--- src/rtl/cprm_pkg.sv ---
// Package for the chunk peak and RMS level meter.
// Holds field widths, scaling constants and the sequencer state type.
// No dependencies.
package cprm_pkg;

  localparam int DEF_MAX_CHUNK_SAMPLES = 4096;

  localparam int SAMPLE_W  = 16;
  localparam int INDEX_W   = 32;
  localparam int LEVEL_W   = 14;
  localparam int ROOT_W    = 14;
  // A squared magnitude is at most 2^30, which needs 31 bits.
  localparam int SQ_W      = 31;

  localparam int LEVEL_SCALE = 10000;
  localparam int PEAK_SHIFT  = 15;

  // 10^8 / 2^30 = 390625 / 2^22; the sum of squares is scaled in two halves.
  localparam int RMS_T_MUL   = 390625;
  localparam int RMS_MUL_W   = 19;
  localparam int T_SHIFT     = 22;

  typedef enum logic [3:0] {
    ST_IDLE,
    ST_SQ,
    ST_ACC,
    ST_PEAK,
    ST_THI,
    ST_TLO,
    ST_TADD,
    ST_TRY_SQ,
    ST_TRY_N,
    ST_TRY_CMP,
    ST_DONE
  } state_e;

endpackage

--- src/rtl/chunk_peak_rms_meter.sv ---
// Chunk peak and RMS level meter: one sample per transaction, one result per chunk.
// Input: a sample without the end flag is squared and accumulated before the next is taken;
// after a flagged one the input reopens once the result is loaded, later while an earlier result is held.
// Result: a flagged sample's result is loaded once the 14-step square-root search ends;
// each step is a square, a scale by the count and a compare.
// Reset (rst_ni, asynchronous, active low) clears the accumulators, chunk index and out valid.
module chunk_peak_rms_meter
  import cprm_pkg::*;
#(
  parameter int MAX_CHUNK_SAMPLES = DEF_MAX_CHUNK_SAMPLES
) (
  input  logic                clk_i,
  input  logic                rst_ni,
  input  logic                in_valid_i,
  output logic                in_stall_o,
  input  logic [SAMPLE_W-1:0] sample_i,
  input  logic                last_of_chunk_i,
  output logic                out_valid_o,
  input  logic                out_stall_i,
  output logic [INDEX_W-1:0]  chunk_index_o,
  output logic [LEVEL_W-1:0]  peak_level_o,
  output logic [LEVEL_W-1:0]  rms_level_o
);

  localparam int CNT_W  = $clog2(MAX_CHUNK_SAMPLES + 1);
  localparam int SUM_W  = SQ_W + $clog2(MAX_CHUNK_SAMPLES);
  localparam int HI_W   = SUM_W - T_SHIFT;
  localparam int T_W    = HI_W + RMS_MUL_W + 1;
  localparam int MA_W0  = (2 * ROOT_W > HI_W) ? 2 * ROOT_W : HI_W;
  localparam int MA_W   = (MA_W0 > T_SHIFT) ? MA_W0 : T_SHIFT;
  localparam int MB_W0  = (RMS_MUL_W > CNT_W) ? RMS_MUL_W : CNT_W;
  localparam int MB_W   = (MB_W0 > SAMPLE_W) ? MB_W0 : SAMPLE_W;
  localparam int PROD_W = MA_W + MB_W;
  localparam int CMP_W  = (T_W > PROD_W) ? T_W : PROD_W;
  localparam int BIT_W  = $clog2(ROOT_W);

  state_e state_q, state_d;

  logic [SAMPLE_W-1:0] mag_q;
  logic                last_q;
  logic                en_q;
  logic [SAMPLE_W-1:0] peak_q;
  logic [SUM_W-1:0]    sum_q;
  logic [CNT_W-1:0]    cnt_q;
  logic [INDEX_W-1:0]  chunk_q;
  logic [LEVEL_W-1:0]  peak_lvl_q;
  logic [T_W-1:0]      t_q;
  logic [ROOT_W-1:0]   root_q;
  logic [BIT_W-1:0]    bit_q;

  logic                out_valid_q;
  logic [INDEX_W-1:0]  out_index_q;
  logic [LEVEL_W-1:0]  out_peak_q;
  logic [LEVEL_W-1:0]  out_rms_q;

  logic [MA_W-1:0]     mul_a;
  logic [MB_W-1:0]     mul_b;
  logic [PROD_W-1:0]   prod;
  logic [ROOT_W-1:0]   trial;
  logic [SAMPLE_W-1:0] in_mag;
  logic                out_free;
  logic                out_load;

  assign out_free = !out_valid_q || !out_stall_i;
  assign out_load = (state_q == ST_DONE) && out_free;
  assign trial    = root_q | (ROOT_W'(1) << bit_q);
  // Negating the most negative sample wraps to 0x8000, which is its magnitude.
  assign in_mag   = sample_i[SAMPLE_W-1] ? (~sample_i + SAMPLE_W'(1)) : sample_i;

  cprm_mul #(
    .A_W(MA_W),
    .B_W(MB_W)
  ) u_mul (
    .clk_i(clk_i),
    .a_i  (mul_a),
    .b_i  (mul_b),
    .p_o  (prod)
  );

  always_ff @(posedge clk_i or negedge rst_ni) begin
    if (!rst_ni) begin
      state_q <= ST_IDLE;
    end else begin
      state_q <= state_d;
    end
  end

  always_comb begin
    state_d    = state_q;
    in_stall_o = 1'b1;
    mul_a      = '0;
    mul_b      = '0;
    case (state_q)
      ST_IDLE: begin
        in_stall_o = 1'b0;
        if (in_valid_i) begin
          state_d = ST_SQ;
        end
      end
      ST_SQ: begin
        mul_a   = MA_W'(mag_q);
        mul_b   = MB_W'(mag_q);
        state_d = ST_ACC;
      end
      ST_ACC: begin
        state_d = last_q ? ST_PEAK : ST_IDLE;
      end
      ST_PEAK: begin
        mul_a   = MA_W'(peak_q);
        mul_b   = MB_W'(LEVEL_SCALE);
        state_d = ST_THI;
      end
      ST_THI: begin
        mul_a   = MA_W'(sum_q[SUM_W-1:T_SHIFT]);
        mul_b   = MB_W'(RMS_T_MUL);
        state_d = ST_TLO;
      end
      ST_TLO: begin
        mul_a   = MA_W'(sum_q[T_SHIFT-1:0]);
        mul_b   = MB_W'(RMS_T_MUL);
        state_d = ST_TADD;
      end
      ST_TADD: begin
        state_d = ST_TRY_SQ;
      end
      ST_TRY_SQ: begin
        mul_a   = MA_W'(trial);
        mul_b   = MB_W'(trial);
        state_d = ST_TRY_N;
      end
      ST_TRY_N: begin
        mul_a   = MA_W'(prod[2*ROOT_W-1:0]);
        mul_b   = MB_W'(cnt_q);
        state_d = ST_TRY_CMP;
      end
      ST_TRY_CMP: begin
        state_d = (bit_q == '0) ? ST_DONE : ST_TRY_SQ;
      end
      ST_DONE: begin
        if (out_free) begin
          state_d = ST_IDLE;
        end
      end
      default: begin
        state_d = ST_IDLE;
      end
    endcase
  end

  // Chunk accumulators and chunk index.
  always_ff @(posedge clk_i or negedge rst_ni) begin
    if (!rst_ni) begin
      peak_q  <= '0;
      sum_q   <= '0;
      cnt_q   <= '0;
      chunk_q <= '0;
    end else if (state_q == ST_ACC && en_q) begin
      if (mag_q > peak_q) begin
        peak_q <= mag_q;
      end
      sum_q <= sum_q + SUM_W'(prod[SQ_W-1:0]);
      cnt_q <= cnt_q + CNT_W'(1);
    end else if (out_load) begin
      peak_q  <= '0;
      sum_q   <= '0;
      cnt_q   <= '0;
      chunk_q <= chunk_q + INDEX_W'(1);
    end
  end

  // Working registers of the current transaction and the square-root search.
  always_ff @(posedge clk_i) begin
    case (state_q)
      ST_IDLE: begin
        mag_q  <= in_mag;
        last_q <= last_of_chunk_i;
        en_q   <= cnt_q < CNT_W'(MAX_CHUNK_SAMPLES);
      end
      ST_THI: begin
        peak_lvl_q <= prod[PEAK_SHIFT+LEVEL_W-1:PEAK_SHIFT];
      end
      ST_TLO: begin
        t_q <= T_W'(prod);
      end
      ST_TADD: begin
        t_q    <= t_q + T_W'(prod >> T_SHIFT);
        root_q <= '0;
        bit_q  <= BIT_W'(ROOT_W - 1);
      end
      ST_TRY_CMP: begin
        // Keep the trial bit when trial^2 * count still fits under the scaled sum.
        if (CMP_W'(prod) <= CMP_W'(t_q)) begin
          root_q <= trial;
        end
        bit_q <= bit_q - BIT_W'(1);
      end
      default: begin
      end
    endcase
  end

  always_ff @(posedge clk_i or negedge rst_ni) begin
    if (!rst_ni) begin
      out_valid_q <= 1'b0;
    end else if (out_load) begin
      out_valid_q <= 1'b1;
    end else if (!out_stall_i) begin
      out_valid_q <= 1'b0;
    end
  end

  always_ff @(posedge clk_i) begin
    if (out_load) begin
      out_index_q <= chunk_q;
      out_peak_q  <= peak_lvl_q;
      out_rms_q   <= (root_q > ROOT_W'(LEVEL_SCALE)) ? LEVEL_W'(LEVEL_SCALE)
                                                      : LEVEL_W'(root_q);
    end
  end

  assign out_valid_o   = out_valid_q;
  assign chunk_index_o = out_index_q;
  assign peak_level_o  = out_peak_q;
  assign rms_level_o   = out_rms_q;

endmodule

--- src/rtl/cprm_mul.sv ---
// Shared unsigned multiplier of the level meter, with a registered product.
// Operands are selected by the sequencer in the top level; no package use.
module cprm_mul #(
  parameter int A_W = 28,
  parameter int B_W = 19
) (
  input  logic                 clk_i,
  input  logic [A_W-1:0]       a_i,
  input  logic [B_W-1:0]       b_i,
  output logic [A_W+B_W-1:0]   p_o
);

  logic [A_W+B_W-1:0] prod_q;

  always_ff @(posedge clk_i) begin
    prod_q <= (A_W+B_W)'(a_i) * (A_W+B_W)'(b_i);
  end

  assign p_o = prod_q;

endmodule

--- config.mk ---
export PLATFORM = sky130hd
export DESIGN_NAME = chunk_peak_rms_meter
export DESIGN_NICKNAME = d
export VERILOG_FILES = /design/src/rtl/cprm_pkg.sv /design/src/rtl/chunk_peak_rms_meter.sv /design/src/rtl/cprm_mul.sv
export SDC_FILE = /design/constraint.sdc
export NUM_CORES = 2
export LEC_CHECK = 0
export ABC_AREA = 1
export CAP_MARGIN = 20
export CORE_ASPECT_RATIO = 0.9
export CORE_UTILIZATION = 65
export CTS_CLUSTER_DIAMETER = 80
export DETAILED_ROUTE_END_ITERATION = 8
export DONT_BUFFER_PORTS = 1
export PLACE_DENSITY_LB_ADDON = 0.3
export SLEW_MARGIN = 20
export SYNTH_ARGS = -nofsm -noshare
export SYNTH_HDL_FRONTEND = slang
export SYNTH_SLANG_ARGS = --single-unit
--- constraint.sdc ---
create_clock -name clk_i -period 8.23 [get_ports clk_i]
set_input_delay 1.646 -clock clk_i [delete_from_list [all_inputs] [get_ports clk_i]]
set_output_delay 1.646 -clock clk_i [all_outputs]
set_load 0.01 [all_outputs]
Word level (Yosys, flattened, before mapping). Index checks and enable logic that the tools add are counted.

Add/sub/neg operators: 6. $mul: 1. Order comparisons: 4. Equal/unequal tests: 15. Shift-type cells: 1. Multiplexer cells: 22. Bitwise gates (word level): 3. Reduce and logical (&&, ||, !) cells: 15.

Operator list (count): $pmux 28 s6 (1); $pmux 19 s5 (1); $mux 43 (2); $pmux 41 s2 (1); $mux 16 (3); $le 47x41->1 (1); $mul 28x19->47 (1); $pmux 4 s11 (1); $add 43x31->43 (1); $add 41x25->41 (1); $add 32x1->32 const B (1); $pmux 14 s2 (1); $mux 13 (2); $add 16x1->16 const B (1); $eq 4x3->1 const B (4); $gt 16x16->1 (1); $not 16->16 (1); $mux 15 (1); $gt 14x14->1 const B (1); $mux 14 (1); $or 14x14->14 (1); $shl 1x4->14 const A (1); $add 13x1->13 const B (1); $lt 13x13->1 const B (1); 18 further kinds (36).

Register bits: 307. Bits of input ports: 21. Output and inout bits: 62. Word-level logic and storage cells: 85.

Logic depth before layout (Yosys ltp).
Word-level depth: 5. Gate-level depth with buffers: 36. Depth with buffers taken out: 35.

Modules after synthesis. Synthesis repeated with hierarchy kept, for this count alone.

Cell total of the unflattened synthesis: 5187. Area, all modules: 37760.0 um^2.

Modules (own cells, without submodules): cprm_mul (instances 1, cells an instance 2722, area each 19725.2 um^2, seq. area each 940.9 um^2); chunk_peak_rms_meter (instances 1, cells an instance 2465, area each 18034.8 um^2, seq. area each 7262.0 um^2).

Least setup slack after synthesis. Ideal clock, no wire load.

Kind: flip-flop to flip-flop. From: register state_q[1]. To: register u_mul.prod_q[42], in the netlist u_mul.p_o[42]. Library setup time: 112 ps. Data arrival time: 6042 ps. Required time: 8118 ps. Setup slack: 2076 ps. Cell stages (with the launch flop): 27. Path buffers: 2. Period minus slack after synthesis: 6154 ps. Cell sequence: dfrtp_1 > nor2_2 > nand2_2 > buf_4 > o22ai_1 > nor2_2 > inv_2 > buf_2 > nand2_1 > fa_1 > inv_1 > fa_1 > fa_1 > fa_1 > fa_1 > inv_1 > fa_1 > inv_1 > ha_1 > a21oi_1 > o21ai_0 > a21oi_1 > nor2_1 > nor3_1 > nand2_1 > nand2_1 > nand2_1.

Word-level cells in the longest chain between the ends: 4. Elaborated cells on any way between the ends: 10. Classes of those cells: 1 x mul; 6 x eq/ne; 2 x mux; 1 x reduce/logical.

RTL lines: start: declaration (line chunk_peak_rms_meter.sv:37) `state_e state_q, state_d;`; start signal: assignment (line chunk_peak_rms_meter.sv:84) `state_q <= state_d;`; $eq 4x3->1 (line chunk_peak_rms_meter.sv:93) `case (state_q)`; $reduce_or 2->1 (no source line); $pmux 19 s5 (line chunk_peak_rms_meter.sv:93); $mul 28x19->47 * (line cprm_mul.sv:16) `prod_q <= (A_W+B_W)'(a_i) * (A_W+B_W)'(b_i);`; end signal: assignment (line cprm_mul.sv:16); end: declaration (line cprm_mul.sv:13) `logic [A_W+B_W-1:0] prod_q;`.

Every way passes the cells marked *; elsewhere a longest branch is shown, timed or not. A chain may end at the register's enable or synchronous reset.

Worst setup path in the final report.
From: register state_q[1]. To: register u_mul.prod_q[40], in the netlist u_mul.p_o[40].

The elaborated chain is that of the path after synthesis.

==> impl_metrics.env <==
export IMPL_outcome="finished, final reports clean"
export IMPL_grt_max_degree=110
export IMPL_synth_edf_count=151
export IMPL_synthToLayoutAreaGrowth_pct=6.086
export IMPL_core_area_mm2=0.05442
export IMPL_nets=5446
export IMPL_globalRouteOverflowTotal=0
export IMPL_dr_pass1_iters=5
export IMPL_fin_crit_sh_pct=95.25
export IMPL_critPathMaxStageDelay_ns=0.69
export IMPL_hold_viol_final=0
export IMPL_io_buffers=0
export IMPL_timing_final_crit_period_ns=7.839
export IMPL_synth_cells=4693
export IMPL_synth_distinct_cells=61
export IMPL_gp_congestion=1.025
export IMPL_end_kind="register"
export IMPL_fillCellCount=4482
export IMPL_final_common_cell="nand2_1"
export IMPL_final_cell_mix="nand2_1, inv_1, nor2_1"
export IMPL_synth_avg_cell_area_um2=7.653
export IMPL_setup_violations=0
export IMPL_relSlewSlack_pct=24.75
export IMPL_ys_seq_area_share_pct=22.84
export IMPL_critPathLaunchType="register"
export IMPL_critPathArrivalTime_ns=8.29
export IMPL_tritoncts="built"
export IMPL_cts_sinks=307
export IMPL_drv_slew=0
export IMPL_antenna_found_initial=1
export IMPL_die_x_um=249.8
export IMPL_skew_ns=0.02249
export IMPL_start_util_pct=66.00
export IMPL_drive_gt1_share_pct=4.434
export IMPL_hpwlAfterDp_um=92760
export IMPL_clockBufferDepth=3
export IMPL_setup_slack_ns=0.3911
export IMPL_yosys_warnings=0
export IMPL_cts_buffers=36
export IMPL_worstHoldPathType="reg -> reg"
export IMPL_boundaryPins=83
export IMPL_synth_top_family_by_area="adder cells"
export IMPL_critical_path_peak_fanout=26
export IMPL_clock_latency_ns=0.56
export IMPL_grt_pass1_vias=30160
export IMPL_regToRegSetupSlack_ns=0.39
export IMPL_yosys_area_share_simple_pct=24.18
export IMPL_dr_first_iter_drc_count=3163
export IMPL_routed_via_density=5.716
export IMPL_vias=31240
export IMPL_ys_flop_type="edfxtp_1"
export IMPL_ctsResizeCount=0
export IMPL_multiInputGateArea_mm2=0.02343
export IMPL_synth_mux_area_share_pct=0
export IMPL_hold_buffers=0
export IMPL_grt_usage_pct=40.95
export IMPL_path_clk_slew_ns=0.06
export IMPL_dieArea_mm2=0.05620
export IMPL_maxCapViolations=0
export IMPL_cp_required_ns=8.68
export IMPL_fmax_ghz=0.1276
export IMPL_syn_area_mm2=0.03592
export IMPL_cts_root_buf="clkbuf_16"
export IMPL_worst_path_buf_inv=6
export IMPL_synth_compound_area_share_pct=5.800
export IMPL_routedWlPerCell_um=20.64
export IMPL_yosys_register_bits=307
export IMPL_drc=0
export IMPL_drt_total_wl_um=112800
export IMPL_cts_htree_levels=2
export IMPL_postCtsSetupRepairBufs=0
export IMPL_async_flop_share_pct=35.50
export IMPL_die_h_um=225.0
export IMPL_tightest_slew_ns=1.125
export IMPL_grt_pass1_wl_um=174000
export IMPL_synthAdderAreaFrac_pct=32.84
export IMPL_fin_tns_setup_ns=0
export IMPL_slowest_stage="nor3_4"
export IMPL_seq_area_mm2=0.008203
export IMPL_ant_nets=0
export IMPL_rsz0062_at_grt="no"
export IMPL_cpLargestDelayFamily="adder cells"
export IMPL_synthXorXnorAreaFrac_pct=2.073
export IMPL_timing_worst_setup_path_type="reg -> reg"
export IMPL_rows=81
export IMPL_place_ws_ns=0.08019
worst paths after layout:
check                              startpoint               to  cells past startpoint
worst min register to register  peak_lvl_q[3]  peak_level_o[3]                      0
max in group asynchronous              rst_ni      chunk_q[26]                      0
min in group asynchronous              rst_ni        cnt_q[10]                      0
worst max register to register     state_q[1]    u_mul.p_o[40]                     27
worst max-delay path               state_q[1]    u_mul.p_o[40]                     27
worst min-delay path            peak_lvl_q[3]  peak_level_o[3]                      0
per-layer routing:
| layer | up-vias | share of wire, % | routed length, um | global-route usage [%] |
|---|---|---|---|---|
| met5 | - | 0 | 0 | 0 |
| met4 | 0 | 4.2 | 4755 | 15.65 |
| met3 | 264 | 12 | 13900 | 10.03 |
| met2 | 1777 | 42 | 47610 | 60.89 |
| met1 | 14830 | 41 | 46520 | 57.98 |
| li1 | 14370 | - | - | - |
area by class of cell:
cell class	count	share of cell area, %
multi-input cells	3275	61.49
well taps	705	2.315
clock inverters	19	0.6600
repair buffers	49	0.9654
inverters	1063	10.49
clock buffers	46	2.545
flip-flops and latches	307	21.53
diodes	1	0.006567
metrics by stage:
| step | utilization (%) | hold WS [ns] | area (um^2) | instances |
|---|---|---|---|---|
| after floorplan | - | 0.4003 | 36020 | 4721 |
| after global placement | 67.75 | 0.4010 | 36870 | 5399 |
| after detailed placement | 67.75 | 0.4045 | 36870 | 5399 |
| after CTS | 69.99 | 0.4210 | 38090 | 5464 |
| after global routing | 70.01 | 0.4243 | 38100 | 5464 |
| final | 70.01 | 0.4200 | 38100 | 5465 |
cells in the mapped netlist (7+ instances only):
cell	instances	area (um^2)
dfxtp_1	47	940.9
o21ai_0	135	675.7
nand4_1	36	225.2
buf_2	40	200.2
nand2_1	1245	4673
nand2_2	12	75.07
o21ai_1	7	35.03
inv_2	30	112.6
nand3_1	214	1071
nor4_1	13	81.33
edfxtp_1	151	4534
nand3b_1	10	75.07
a21oi_1	149	745.7
xnor2_1	29	254.0
buf_4	9	67.56
clkbuf_1	21	78.83
xor2_1	56	490.5
o21a_1	7	52.55
nor2_1	460	1727
inv_1	1028	3859
dfrtp_1	109	2728
nor3_1	49	245.2
o22ai_1	19	118.9
or2_2	11	68.82
o211ai_1	10	75.07
nor2_2	12	75.07
ha_1	277	3466
o21bai_1	8	60.06
fa_1	416	8328
kinds of logic after synthesis:
kind of cell / after synthesis
and+or+nand+nor: 2095
adders and majority gates: 693
other: 2
AOI/OAI and AO/OA: 372
buffers and inverters: 1139
DFF: 307
xor gates and xnor gates: 85
state kept, by name, summed over array words and instances, names as in the netlist:
| name | flops |
|---|---|
| u_mul.p_o | 47 |
| sum_q | 43 |
| t_q | 41 |
| chunk_index_o | 32 |
| chunk_q | 32 |
| mag_q | 16 |
| peak_q | 16 |
| peak_level_o | 14 |
| peak_lvl_q | 14 |
| rms_level_o | 14 |
| root_q | 14 |
| cnt_q | 13 |
| bit_q | 4 |
| state_q | 4 |
| en_q | 1 |
| last_q | 1 |
| out_valid_o | 1 |
Power is not shown: default switching activity piles up to over one toggle a cycle in this logic, so the estimate is an artifact.
